[config.mk]
export PLATFORM = sky130hd
export DESIGN_NAME = sle_ctrl
export DESIGN_NICKNAME = d
export VERILOG_FILES = /design/src/hdl/sequential_list_engine_defines.svh /design/src/hdl/sle_pkg.sv /design/src/hdl/sle_ctrl.sv
export SDC_FILE = /design/constraint.sdc
export NUM_CORES = 1
export LEC_CHECK = 0
export BUFFER_PORTS_ARGS = -buffer_cell sky130_fd_sc_hd__clkbuf_2
export CORE_UTILIZATION = 28
export DETAILED_ROUTE_END_ITERATION = 10
export GPL_TIMING_DRIVEN = 0
export SYNTH_ARGS = -nofsm -noshare
export SYNTH_HDL_FRONTEND = slang
export SYNTH_SLANG_ARGS = --single-unit
[constraint.sdc]
create_clock -name clk -period 4.1 [get_ports clk]
set_input_delay 0 -clock clk [delete_from_list [all_inputs] [get_ports clk]]
set_output_delay 0 -clock clk [all_outputs]
set_load 0.005 [all_outputs]
[src/hdl/sequential_list_engine_defines.svh]
// Assertion macros for the sequential list engine.
`ifndef SEQUENTIAL_LIST_ENGINE_DEFINES_SVH
`define SEQUENTIAL_LIST_ENGINE_DEFINES_SVH
`ifndef SYNTHESIS
// Check that a condition implies another in the same cycle.
`define SLE_ASSERT_IMP(lbl, ante, cons) \
	lbl: assert property (@(posedge clk) disable iff (!arst_n) (ante) |-> (cons)) \
		else $error("sequential_list_engine: check failed");
// Check that a condition implies another in the next cycle.
`define SLE_ASSERT_NXT(lbl, ante, cons) \
	lbl: assert property (@(posedge clk) disable iff (!arst_n) (ante) |=> (cons)) \
		else $error("sequential_list_engine: check failed");
`else
`define SLE_ASSERT_IMP(lbl, ante, cons)
`define SLE_ASSERT_NXT(lbl, ante, cons)
`endif
`endif

[src/hdl/sle_pkg.sv]
// Shared types, codes and constants of the sequential list engine.
`timescale 1ns / 1ps

package sle_pkg;

	localparam int CAPACITY_DEF = 256;
	localparam int KIND_W       = 3;
	localparam int POS_W        = 9;
	localparam int WORD_W       = 32;
	localparam int STAT_W       = 2;

	// Request kinds
	localparam logic [KIND_W-1:0] KIND_GET    = 3'd0;
	localparam logic [KIND_W-1:0] KIND_LOCATE = 3'd1;
	localparam logic [KIND_W-1:0] KIND_PRED   = 3'd2;
	localparam logic [KIND_W-1:0] KIND_SUCC   = 3'd3;
	localparam logic [KIND_W-1:0] KIND_INSERT = 3'd4;
	localparam logic [KIND_W-1:0] KIND_DELETE = 3'd5;

	// Result status codes
	typedef enum logic [STAT_W-1:0] {
		ST_OK   = 2'd0,
		ST_BAD  = 2'd1,
		ST_FULL = 2'd2
	} status_t;

	// One result item as it leaves the sequencer
	typedef struct packed {
		status_t           status;
		logic [WORD_W-1:0] value;
		logic [POS_W-1:0]  found;
		logic [POS_W-1:0]  length;
	} res_t;

endpackage

[src/hdl/sle_ctrl.sv]
// Sequencer of the list engine: decode, search walk and shift walk over the store.
`timescale 1ns / 1ps

module sle_ctrl #(
	parameter int CAPACITY = sle_pkg::CAPACITY_DEF,
	localparam int AW = $clog2(CAPACITY)
) (
	input  logic                          clk,
	input  logic                          arst_n,
	input  logic                          req_valid,
	input  logic [sle_pkg::KIND_W-1:0]    kind,
	input  logic [sle_pkg::POS_W-1:0]     position,
	input  logic [sle_pkg::WORD_W-1:0]    value,
	output logic                          busy,
	output logic                          rd_en,
	output logic [AW-1:0]                 rd_addr,
	input  logic [sle_pkg::WORD_W-1:0]    rd_data,
	output logic                          wr_en,
	output logic [AW-1:0]                 wr_addr,
	output logic [sle_pkg::WORD_W-1:0]    wr_data,
	output logic                          res_valid,
	output sle_pkg::res_t                 res,
	input  logic                          res_take
);

	localparam int LW = $clog2(CAPACITY + 1);
	localparam int CW = ((LW > sle_pkg::POS_W) ? LW : sle_pkg::POS_W) + 1;

	typedef enum logic [2:0] {
		S_IDLE,
		S_DECODE,
		S_GET,
		S_SCAN,
		S_SUCC,
		S_SHIFT,
		S_DONE
	} state_t;

	state_t                       state_q;
	logic [sle_pkg::KIND_W-1:0]   kind_q;
	logic [sle_pkg::POS_W-1:0]    pos_q;
	logic [sle_pkg::WORD_W-1:0]   val_q;
	logic [LW-1:0]                len_q;
	logic [AW-1:0]                idx_q;
	logic [sle_pkg::WORD_W-1:0]   prev_q;
	logic [AW-1:0]                ra_q;
	logic [AW-1:0]                wa_q;
	logic [LW-1:0]                cnt_q;
	logic                         pend_q;
	logic                         first_q;
	sle_pkg::status_t             status_q;
	logic [sle_pkg::WORD_W-1:0]   vout_q;
	logic [sle_pkg::POS_W-1:0]    found_q;

	logic [CW-1:0]  pos_x;
	logic [CW-1:0]  len_x;
	logic [CW-1:0]  moves_x;
	logic [CW-1:0]  pos_m1_x;
	logic [CW-1:0]  len_m1_x;
	logic           rd_ok;
	logic           ins_ok;
	logic           full;
	logic           is_del;
	logic [LW-1:0]  nxt;
	logic           nxt_in;
	logic           hit;

	// Position checks and walk bounds
	always_comb begin
		pos_x    = CW'(pos_q);
		len_x    = CW'(len_q);
		moves_x  = len_x - pos_x + CW'(1);
		pos_m1_x = pos_x - CW'(1);
		len_m1_x = len_x - CW'(1);
		rd_ok    = (pos_x != '0) && (pos_x <= len_x);
		ins_ok   = (pos_x != '0) && (pos_x <= len_x + CW'(1));
		full     = (len_q == LW'(CAPACITY));
		is_del   = (kind_q == sle_pkg::KIND_DELETE);
		nxt      = LW'(idx_q) + LW'(1);
		nxt_in   = (nxt < len_q);
		hit      = (rd_data == val_q);
	end

	// Drive the store ports from the current step
	always_comb begin
		rd_en   = 1'b0;
		rd_addr = '0;
		wr_en   = 1'b0;
		wr_addr = '0;
		wr_data = val_q;
		case (state_q)
			S_DECODE: begin
				case (kind_q)
					sle_pkg::KIND_GET: begin
						rd_en   = rd_ok;
						rd_addr = pos_m1_x[AW-1:0];
					end
					sle_pkg::KIND_LOCATE, sle_pkg::KIND_PRED, sle_pkg::KIND_SUCC: begin
						rd_en   = (len_q != '0);
						rd_addr = '0;
					end
					sle_pkg::KIND_INSERT: begin
						// append needs no shift
						wr_en   = ins_ok && !full && (pos_x == len_x + CW'(1));
						wr_addr = pos_m1_x[AW-1:0];
					end
					default: begin
					end
				endcase
			end
			S_SCAN: begin
				rd_en   = nxt_in;
				rd_addr = nxt[AW-1:0];
			end
			S_SHIFT: begin
				rd_en   = (cnt_q != '0);
				rd_addr = ra_q;
				if (pend_q && !(is_del && first_q)) begin
					wr_en   = 1'b1;
					wr_addr = wa_q;
					wr_data = rd_data;
				end else if (!is_del && (cnt_q == '0) && !pend_q) begin
					wr_en   = 1'b1;
					wr_addr = pos_m1_x[AW-1:0];
				end
			end
			default: begin
			end
		endcase
	end

	// Sequence one request at a time
	always_ff @(posedge clk or negedge arst_n) begin
		if (!arst_n) begin
			state_q  <= S_IDLE;
			kind_q   <= '0;
			pos_q    <= '0;
			val_q    <= '0;
			len_q    <= '0;
			idx_q    <= '0;
			prev_q   <= '0;
			ra_q     <= '0;
			wa_q     <= '0;
			cnt_q    <= '0;
			pend_q   <= 1'b0;
			first_q  <= 1'b0;
			status_q <= sle_pkg::ST_BAD;
			vout_q   <= '0;
			found_q  <= '0;
		end else begin
			case (state_q)
				S_IDLE: begin
					// take the request and clear the result fields
					if (req_valid) begin
						kind_q   <= kind;
						pos_q    <= position;
						val_q    <= value;
						vout_q   <= '0;
						found_q  <= '0;
						status_q <= sle_pkg::ST_BAD;
						state_q  <= S_DECODE;
					end
				end
				S_DECODE: begin
					idx_q   <= '0;
					pend_q  <= 1'b0;
					first_q <= 1'b1;
					case (kind_q)
						sle_pkg::KIND_GET: begin
							state_q <= rd_ok ? S_GET : S_DONE;
						end
						sle_pkg::KIND_LOCATE, sle_pkg::KIND_PRED, sle_pkg::KIND_SUCC: begin
							state_q <= (len_q != '0) ? S_SCAN : S_DONE;
						end
						sle_pkg::KIND_INSERT: begin
							if (!ins_ok) begin
								state_q <= S_DONE;
							end else if (full) begin
								status_q <= sle_pkg::ST_FULL;
								state_q  <= S_DONE;
							end else if (pos_x == len_x + CW'(1)) begin
								len_q    <= len_q + LW'(1);
								status_q <= sle_pkg::ST_OK;
								state_q  <= S_DONE;
							end else begin
								// walk down from the last entry
								ra_q    <= len_m1_x[AW-1:0];
								cnt_q   <= moves_x[LW-1:0];
								state_q <= S_SHIFT;
							end
						end
						sle_pkg::KIND_DELETE: begin
							if (rd_ok) begin
								// walk up from the removed entry
								ra_q    <= pos_m1_x[AW-1:0];
								cnt_q   <= moves_x[LW-1:0];
								state_q <= S_SHIFT;
							end else begin
								state_q <= S_DONE;
							end
						end
						default: begin
							state_q <= S_DONE;
						end
					endcase
				end
				S_GET: begin
					vout_q   <= rd_data;
					status_q <= sle_pkg::ST_OK;
					state_q  <= S_DONE;
				end
				S_SCAN: begin
					if (hit) begin
						state_q <= S_DONE;
						case (kind_q)
							sle_pkg::KIND_LOCATE: begin
								found_q  <= sle_pkg::POS_W'(nxt);
								status_q <= sle_pkg::ST_OK;
							end
							sle_pkg::KIND_PRED: begin
								if (idx_q != '0) begin
									vout_q   <= prev_q;
									status_q <= sle_pkg::ST_OK;
								end
							end
							sle_pkg::KIND_SUCC: begin
								// the next entry was read alongside this compare
								if (nxt_in) begin
									state_q <= S_SUCC;
								end
							end
							default: begin
							end
						endcase
					end else if (nxt_in) begin
						idx_q  <= nxt[AW-1:0];
						prev_q <= rd_data;
					end else begin
						state_q <= S_DONE;
					end
				end
				S_SUCC: begin
					vout_q   <= rd_data;
					status_q <= sle_pkg::ST_OK;
					state_q  <= S_DONE;
				end
				S_SHIFT: begin
					// advance the read pointer, the write trails one step behind
					if (cnt_q != '0) begin
						pend_q <= 1'b1;
						cnt_q  <= cnt_q - LW'(1);
						if (is_del) begin
							wa_q <= ra_q - AW'(1);
							ra_q <= ra_q + AW'(1);
						end else begin
							wa_q <= ra_q + AW'(1);
							ra_q <= ra_q - AW'(1);
						end
					end else begin
						pend_q <= 1'b0;
					end
					// hold the removed word
					if (pend_q && is_del && first_q) begin
						vout_q  <= rd_data;
						first_q <= 1'b0;
					end
					if ((cnt_q == '0) && !pend_q) begin
						len_q    <= is_del ? (len_q - LW'(1)) : (len_q + LW'(1));
						status_q <= sle_pkg::ST_OK;
						state_q  <= S_DONE;
					end
				end
				S_DONE: begin
					if (res_take) begin
						state_q <= S_IDLE;
					end
				end
				default: begin
					state_q <= S_IDLE;
				end
			endcase
		end
	end

	assign busy      = (state_q != S_IDLE);
	assign res_valid = (state_q == S_DONE);

	always_comb begin
		res.status = status_q;
		res.value  = vout_q;
		res.found  = found_q;
		res.length = sle_pkg::POS_W'(len_q);
	end

endmodule

* Word-level counts from Yosys, hierarchy flattened *
Index checks and enable logic that the tools add are counted.

word-level totals
  flip-flop bits (word level) = 166
  bits of input ports = 80
  output and inout port bits = 104
  logic and storage cells = 188

operators by class
  add/sub/neg operators = 11
  magnitude comparators = 3
  equal/unequal tests = 38
  mux-type cells = 79
  bitwise gates (word level) = 1
  reduce and logical (&&, ||, !) cells = 41

operators with widths
  cell                                              count
  two-way mux 32 bit                                7
  one-hot mux 32 bit (4 select lines)               1
  two-way mux 9 bit                                 14
  two-way mux 8 bit                                 13
  one-hot mux 9 bit (2 select lines)                4
  one-hot mux 8 bit (2 select lines)                4
  == test 32 bit                                    1
  two-way mux 2 bit                                 14
  != test 2 bit, second input constant              14
  != test 3 bit, second input constant              9
  nonzero test 9 bit                                3
  one-hot mux 8 bit (3 select lines)                1
  subtractor 8 x 1 -> 8 bit, second input constant  3
  two-way mux 3 bit                                 7
  adder 9 x 1 -> 9 bit, second input constant       2
  one-hot mux 3 bit (6 select lines)                1
  subtractor 9 x 1 -> 9 bit, second input constant  2
  == test 3 bit, second input constant              5
  == test 3 x 2 -> 1 bit, second input constant     4
  one-hot mux 3 bit (4 select lines)                1
  AND reduction 6 bit                               2
  logical AND 1 bit                                 11
  adder 9 x 1 -> 10 bit, second input constant      1
  == test 9 x 10 -> 1 bit                           1
  other kinds (30)                                  48

* Logic depth before layout (Yosys ltp) *
Gate-level depths: netlist (run 1).

  depth after elaboration = 7
  depth in mapped cells = 14
  mapped depth without buffers = 13

* Worst setup path after synthesis (run 1) *
OpenSTA, ideal clock, no wires.

  kind = register to register
  start = register len_q[0]
  end = register status_q[1]
  library setup time = 0.125 ns
  arrival time = 3.101 ns
  required time = 3.975 ns
  slack = 0.874 ns
  cell stages (with the launch flop) = 14
  cell sequence = dfrtp_1 -> ha_1 -> and3_2 -> nand3_1 -> or3_1 -> xnor2_1 -> ha_1 -> nand3_1 -> nor3_1 -> nand2_1 -> and2_1 -> o31ai_1 -> and4b_4 -> mux2_4

on the way
  longest elaborated chain between the ends = 5
  elaborated cells between the ends (all ways) = 12

ends and longest elaborated chain
  what                                                                                        RTL line                                         RTL
  start: declaration                                                                          sle_ctrl.sv:43                                   logic [LW-1:0] len_q;
  start signal: assignment                                                                    sle_ctrl.sv:182                                  len_q <= len_q + LW'(1);
  start signal: assignment                                                                    sle_ctrl.sv:268                                  len_q <= is_del ? (len_q - LW'(1)) : (len_q + LW'(1));
  adder 9 x 1 -> 10 bit / == test 9 bit (equally long branches)                               sle_ctrl.sv:76, sle_ctrl.sv:181, sle_ctrl.sv:77
  <= comparator 9 x 10 -> 1 bit / two-way mux 2 bit (equally long branches)                   sle_ctrl.sv:76, sle_ctrl.sv:178
  logical AND 1 bit / two-way mux 2 bit (equally long branches)                               sle_ctrl.sv:76, sle_ctrl.sv:176
  != test 2 bit (no line) / two-way mux 2 bit (equally long branches)                         n/a
  AND reduction 9 bit (no line) / one-hot mux 2 bit (5 select lines) (equally long branches)  n/a
  end signal: assignment                                                                      sle_ctrl.sv:147                                  status_q <= sle_pkg::ST_BAD;
  end signal: assignment                                                                      sle_ctrl.sv:160                                  status_q <= sle_pkg::ST_BAD;
  end signal: assignment                                                                      sle_ctrl.sv:179                                  status_q <= sle_pkg::ST_FULL;
  end: declaration                                                                            sle_ctrl.sv:51                                   sle_pkg::status_t status_q;

Parallel ways exist; a longest one is shown, timed or not. The select of a mux whose other input is x is not followed.
A chain may end at the register's enable or synchronous reset.

* Worst setup path in the final report (run 1) *
Same ends and word-level chain as after synthesis.

==> reports/qor.yml, run 1 <==
synth:
  postSynthNetCount: 1165
  avgSynthCellArea_sq_um: 9.87
  synth-async-reset-ratio: 1.00
  ys_types: 80
  synth_edf_count: 0
  synth.yosys.seq_area_share: 0.406
  syn_inst: 1036
  synth_area_sq_um: 10200
  synth_ff_type: "dfrtp_1"
  synth-seq-cells: 166
  yosysWarnings: 0
routing:
  dr_wl_met2_um: 17100
  num_vias: 9061
  route.detailed.wl_per_inst_um: 19.6
  first_pass_iters: 8
  detail-route-antenna-nets: 0
  highest_layer: "met4"
  met3WireLength_um: 2090
  drcViolationCount: 12
  wl_met1_um: 14900
  drt_iter0_drc: 479
  wirelength_um: 35100
  via_per_inst: 5.06
worst_setup_path:
  r2r-start: "len_q[0]"
  crit_type: "reg -> reg"
  worst_setup_path_end_kind: "register"
  critPathArrivalTime_ns: 4.11
  cp-startpoint: "len_q[0]"
  crit_required_ns: 4.43
  critPathLaunchType: "register"
  critPathMaxFanout: 9
global_routing:
  grt_use_total: 0.193
  grt_pass1_wl_um: 53400
  grt_pass1_vias: 9026
  grt_overflow: 0
  antenna_found_initial: 0
  grt_max_degree: 97
finish:
  nets: 1447
  drive_gt1_frac: 0.285
  diodes: 0
  seq_area_sq_um: 4160
  multi_input_area_sq_um: 5680
  final_cell_area_sq_um: 13100
  fin_cells: 1792
  area_delta_synth_final_pct: 28.3
  n_fill_cell: 3630
  final_cell_mix: "clkbuf_2 (182), dfrtp_1 (164), mux2_2 (102)"
  final_common_cell: "clkbuf_2"
timing:
  worst_slew_pin_slew_ns: 0.879
  setup_viol: 0
  fin_crit_ns: 3.79
  period_share: 0.924
  skew_ns: 0.0146
  maxSlewHeadroom: 0.410
  whs_ns: 0.106
  rsz0062_at_grt: "no"
  finalMaxSlewViolations: 0
  finalHoldViolCount: 0
  max_freq_ghz: 0.264
flow_run:
  maxCapViolCount: 0
power_and_ir_drop:
  p_leak_uw: 0.00578
  power_density_nw_per_um2: 768
  power_uw: 10100
  peakVddDrop_mv: 0.379
clock_tree:
  postCtsSetupBuffers: 0
  cts.sinks: 166
  cts_tree: "done"
  clkTransAtPathRegs_ns: 0.07
  numCtsBuffers: 17
  root_buffer: "clkbuf_16"
  clockBufferDepth: 2
  worstSkewPairLatency_ns: 0.45
  htree_levels: 4
floorplanning:
  io_pins: 184
  die_area_sq_um: 37300
  start_util: 0.286
  die_h_um: 193
  core-area_sq_um: 35700
  fp.dieW_um: 193
  rows: 69
place:
  gp_congestion: 0.902
  portBuffers: 183
  dp_hpwl_um: 26300
  dp.cells: 1681
  place_area_sq_um: 11800
run_status:
  violations: "DRC"
  status: "finished with violations"
hold_path:
  hold_class: "in -> async"
==> stage by stage <==
| step | setup slack (ns) | TNS [ns] | util |
|---|---|---|---|
| 6_report | 0.312 | 0 | 0.367 |
| 5_1_grt | 0.0889 | 0 | 0.367 |
| 4_1_cts | 0.176 | 0 | 0.367 |
| 3_5_place_dp | 0.201 | 0 | 0.329 |
| 3_3_place_gp | -0.299 | -43.08 | 0.328 |
| 2_1_floorplan | 0.874 | 0 | - |
==> synth_stat cells, types with 19 or more instances <==
cell type,number,share of area
a22oi_1,34,0.025
dfrtp_1,165,0.40
a21oi_1,77,0.038
ha_1,48,0.059
xnor2_1,72,0.062
nand2_1,83,0.030
o21ai_0,58,0.028
inv_1,36,0.013
nor3_1,19,0.0093
clkbuf_1,23,0.0084
mux2_2,102,0.11
buf_2,23,0.011
nor2_1,87,0.032
nand3_1,24,0.012
==> power by group <==
part | total, uW | switching, uW | internal, uW
logic | 5400 | 3060 | 2340
registers | 3040 | 658 | 2390
clock network | 1640 | 771 | 871
total | 10100 | 4480 | 5600
==> final cells by class <==
cell class	instances	share of cell area
Multi-Input combinational cell	780	0.433
Sequential cell	166	0.317
Timing Repair Buffer	263	0.133
Tap cell	461	0.0439
Clock buffer	19	0.0337
Buffer	53	0.0194
Inverter	37	0.0106
Clock inverter	13	0.0103
==> critical path, cell delays in order (launching register included) <==
cell	delay, ns
dfrtp_2	0.52
ha_1	0.26
and3_2	0.21
nand3_1	0.19
or3_1	0.38
xnor2_1	0.17
ha_1	0.32
nand3_1	0.10
nor3_1	0.34
nand2_1	0.18
and2_1	0.19
o31ai_1	0.19
and4b_4	0.29
mux2_4	0.31
==> repair_timing <==
item	4_1_cts	5_1_grt
endpoints found under the hold margin	177	0
setup endpoints to repair	0	1
resized for setup	0	1
hold buffers	79	0
==> path summary, 6_finish.rpt <==
path                                to  slack [ns]  cells past startpoint
setup / recovery           status_q[1]        0.31                     13
hold / removal                pos_q[1]        0.11                      2
setup reg to reg           status_q[1]        0.31                     13
hold reg to reg            status_q[0]        0.48                      2
max in group asynchronous    vout_q[3]        3.03                      3
min in group clk            state_q[1]        0.28                      5
==> state kept, by name, summed over array words and instances (netlist names), 8 cells and up <==
name and cells:
idx_q 8, found_q 9, wa_q 8, val_q 32
ra_q 8, len_q 9, pos_q 9, prev_q 32
cnt_q 9, vout_q 32
==> per-layer routing <==
layer / up-vias / global-route usage
li1: 4254 / -
met1: 4443 / 0.240
met2: 305 / 0.322
met3: 59 / 0.0433
met4: 0 / 0.0751
met5: - / 0
==> kinds of logic after synthesis <==
kind of cell,after synthesis,share of synthesized area
mux,122,0.134
xor+xnor,78,0.0668
simple gates,292,0.142
fa+ha+maj,49,0.0607
flops,166,0.406
buf+inv,90,0.0384
compound gates,239,0.152
Note: power is estimated with default switching activity, not from simulation.
==> inputs of run 2 (changes only) <==
--- a/config.mk
+++ b/config.mk
@@ -9,6 +9,7 @@
 export CORE_UTILIZATION = 28
 export DETAILED_ROUTE_END_ITERATION = 10
 export GPL_TIMING_DRIVEN = 0
+export RECOVER_POWER = 50
 export SYNTH_ARGS = -nofsm -noshare
 export SYNTH_HDL_FRONTEND = slang
 export SYNTH_SLANG_ARGS = --single-unit
==> run 2 against run 1 <==
The flow finishes with violations (DRC, capacitance limit, slew limit). Clock-buffer cell count unchanged. Largest power group unchanged. Routed wire length decreased by 0.18%. Fmax increased by 0.12%.
==> reports/qor.yml, run 2 (same netlist as run 1, synthesis figures left out) <==
hold_path:
  worst_hold_startpoint: "res_take"
  hold_class: "in -> reg"
  worst_hold_path.endpoint: "state_q[1]"
  min_path_cells: 5
timing:
  maxSlewHeadroom: -0.264  # -0.674
  finalMaxSlewViolations: 72  # +72
  skew_ns: 0.0139  # -0.000757 ns
  worst_slack_ns: 0.316  # +0.00441 ns
  period_share: 0.923  # -0.00108
  fin_tns_setup_ns: 0  # unchanged
  fin_crit_ns: 3.78  # -0.00441 ns
  max_freq_ghz: 0.264  # +0.12%
  rsz0062_at_grt: "no"
  finalHoldViolCount: 0  # unchanged
  setup_viol: 0  # unchanged
  worst_slew_pin_slew_ns: 1.90  # +1.02 ns
run_status:
  violations: "DRC, capacitance limit, slew limit"
  status: "finished with violations"
clock_tree:
  cts.sinks: 166  # unchanged
  worstSkewPairLatency_ns: 0.45  # about the same
  cts_tree: "done"
  root_buffer: "clkbuf_16"
  clockBufferDepth: 2  # unchanged
  clkTransAtPathRegs_ns: 0.07  # about the same
  postCtsSetupBuffers: 0  # unchanged
  htree_levels: 4  # unchanged
  numCtsBuffers: 17  # unchanged
routing:
  drt_iter0_drc: 480  # +0.21%
  via_per_inst: 5.02  # -0.71%
  first_pass_iters: 8  # unchanged
  num_vias: 8997  # -0.71%
  route.detailed.wl_per_inst_um: 19.6  # -0.18%
  detail-route-antenna-nets: 0  # unchanged
  wirelength_um: 35000  # -0.18%
  drcViolationCount: 12  # unchanged
finish:
  area_delta_synth_final_pct: 27.5
  reg_top3: "prev_q: 32 flops, val_q: 32 flops, vout_q: 32 flops"
  n_fill_cell: 3653  # +0.63%
  final_cell_area_sq_um: 13000  # -0.63%
  diodes: 0  # unchanged
  final_cell_mix: "dfrtp_1 (164), clkbuf_2 (140), mux2_2 (102)"
  seq_area_sq_um: 4160  # unchanged
  nets: 1447  # unchanged
  fin_cells: 1792  # unchanged
  multi_input_area_sq_um: 5680  # unchanged
  final_common_cell: "dfrtp_1"
  drive_gt1_frac: 0.253  # -0.0323
floorplanning:
  start_util: 0.286  # unchanged
  fp.dieW_um: 193  # unchanged
  io_pins: 184  # unchanged
  die_h_um: 193  # unchanged
  core-area_sq_um: 35700  # unchanged
  die_area_sq_um: 37300  # unchanged
  rows: 69  # unchanged
worst_setup_path:
  r2r-start: "len_q[0]"
  critPathMaxFanout: 9  # unchanged
  r2r_setup_slack_ns: 0.32  # about the same
  ff2ff_path_depth: 13  # unchanged
  worst_setup_path_end_kind: "register"
  crit_required_ns: 4.42  # about the same
  critPathArrivalTime_ns: 4.11  # about the same
  critPathLaunchType: "register"
  crit_type: "reg -> reg"
  r2r_end: "status_q[1]"
power_and_ir_drop:
  power_uw: 10000  # -0.49%
  power_density_nw_per_um2: 770  # +0.14%
  peakVddDrop_mv: 0.376  # -0.70%
  p_leak_uw: 0.00563  # -2.6%
place:
  dp.cells: 1681  # unchanged
  dp_hpwl_um: 26300  # unchanged
  place_area_sq_um: 11800  # unchanged
  gp_congestion: 0.902  # unchanged
  portBuffers: 183  # unchanged
  dp_slack_ns: 0.201  # unchanged
global_routing:
  grt_use_total: 0.193  # unchanged
  grt_max_degree: 97  # unchanged
  grt_overflow: 0  # unchanged
  grt_pass1_wl_um: 53400  # unchanged
  antenna_found_initial: 0  # unchanged
  grt_pass1_vias: 9026  # unchanged
flow_run:
  maxCapViolCount: 1  # +1
run 2: cell count changes in the layout (fill, tap and decap cells not counted):
cell	previous run	this run
buf_16	1	0
clkbuf_1	24	67
clkbuf_2	182	140
clkbuf_4	0	1
clkbuf_8	2	1
run 2: worst max-delay path by stage:
stage | startpoint | to | slack [ns] | cells past startpoint
floorplan | len_q[0] | status_q[1] | 0.87 | 13
global placement | arst_n | vout_q[7] | -0.30 | 1
detailed placement | len_q[0] | status_q[1] | 0.20 | 13
CTS | len_q[0] | status_q[1] | 0.18 | 13
global route | len_q[0] | status_q[1] | 0.09 | 13
finish | len_q[0] | status_q[1] | 0.32 | 13
run 2: area by class of cell:
cell class                      count  area share
Inverter                           37      0.0106
Multi-Input combinational cell    780       0.435
Clock buffer                       19      0.0340
Buffer                             53      0.0195
Clock inverter                     13      0.0104
Sequential cell                   166       0.319
Timing Repair Buffer              263       0.127
Tap cell                          461      0.0442
run 2: worst max-delay path, cell delays in order, from the launching register on:
cell     delay, ns
dfrtp_2       0.51
ha_1          0.26
and3_2        0.21
nand3_1       0.19
or3_1         0.39
xnor2_1       0.17
ha_1          0.32
nand3_1       0.10
nor3_1        0.34
nand2_1       0.18
and2_1        0.19
o31ai_1       0.19
and4b_4       0.29
mux2_4        0.31
run 2: timing repair:
item / 4_1_cts / 5_1_grt
hold buffers: 79 / 0
hold endpoints to repair: 177 / 0
endpoints found under the setup margin: 0 / 1
resized for setup: 0 / 1
run 2: per-layer routing:
metal	up-vias	share of wire	global-route usage
li1	4252	-	-
met1	4402	0.43	0.240
met2	291	0.49	0.322
met3	52	0.059	0.0433
met4	0	0.028	0.0751
met5	-	0	0
run 2: power breakdown:
part           internal, uW  switching, uW  total, uW
Combinational          2300           3060       5360
Clock                   871            768       1640
Sequential             2390            655       3040
Total                  5560           4480      10000
run 2: stage by stage:
stage / hold slack (ns) / util
2_1_floorplan: -0.296 / -
3_3_place_gp: 0.209 / 0.328
3_5_place_dp: 0.0702 / 0.329
4_1_cts: 0.141 / 0.367
5_1_grt: 0.313 / 0.365
6_report: 0.282 / 0.365
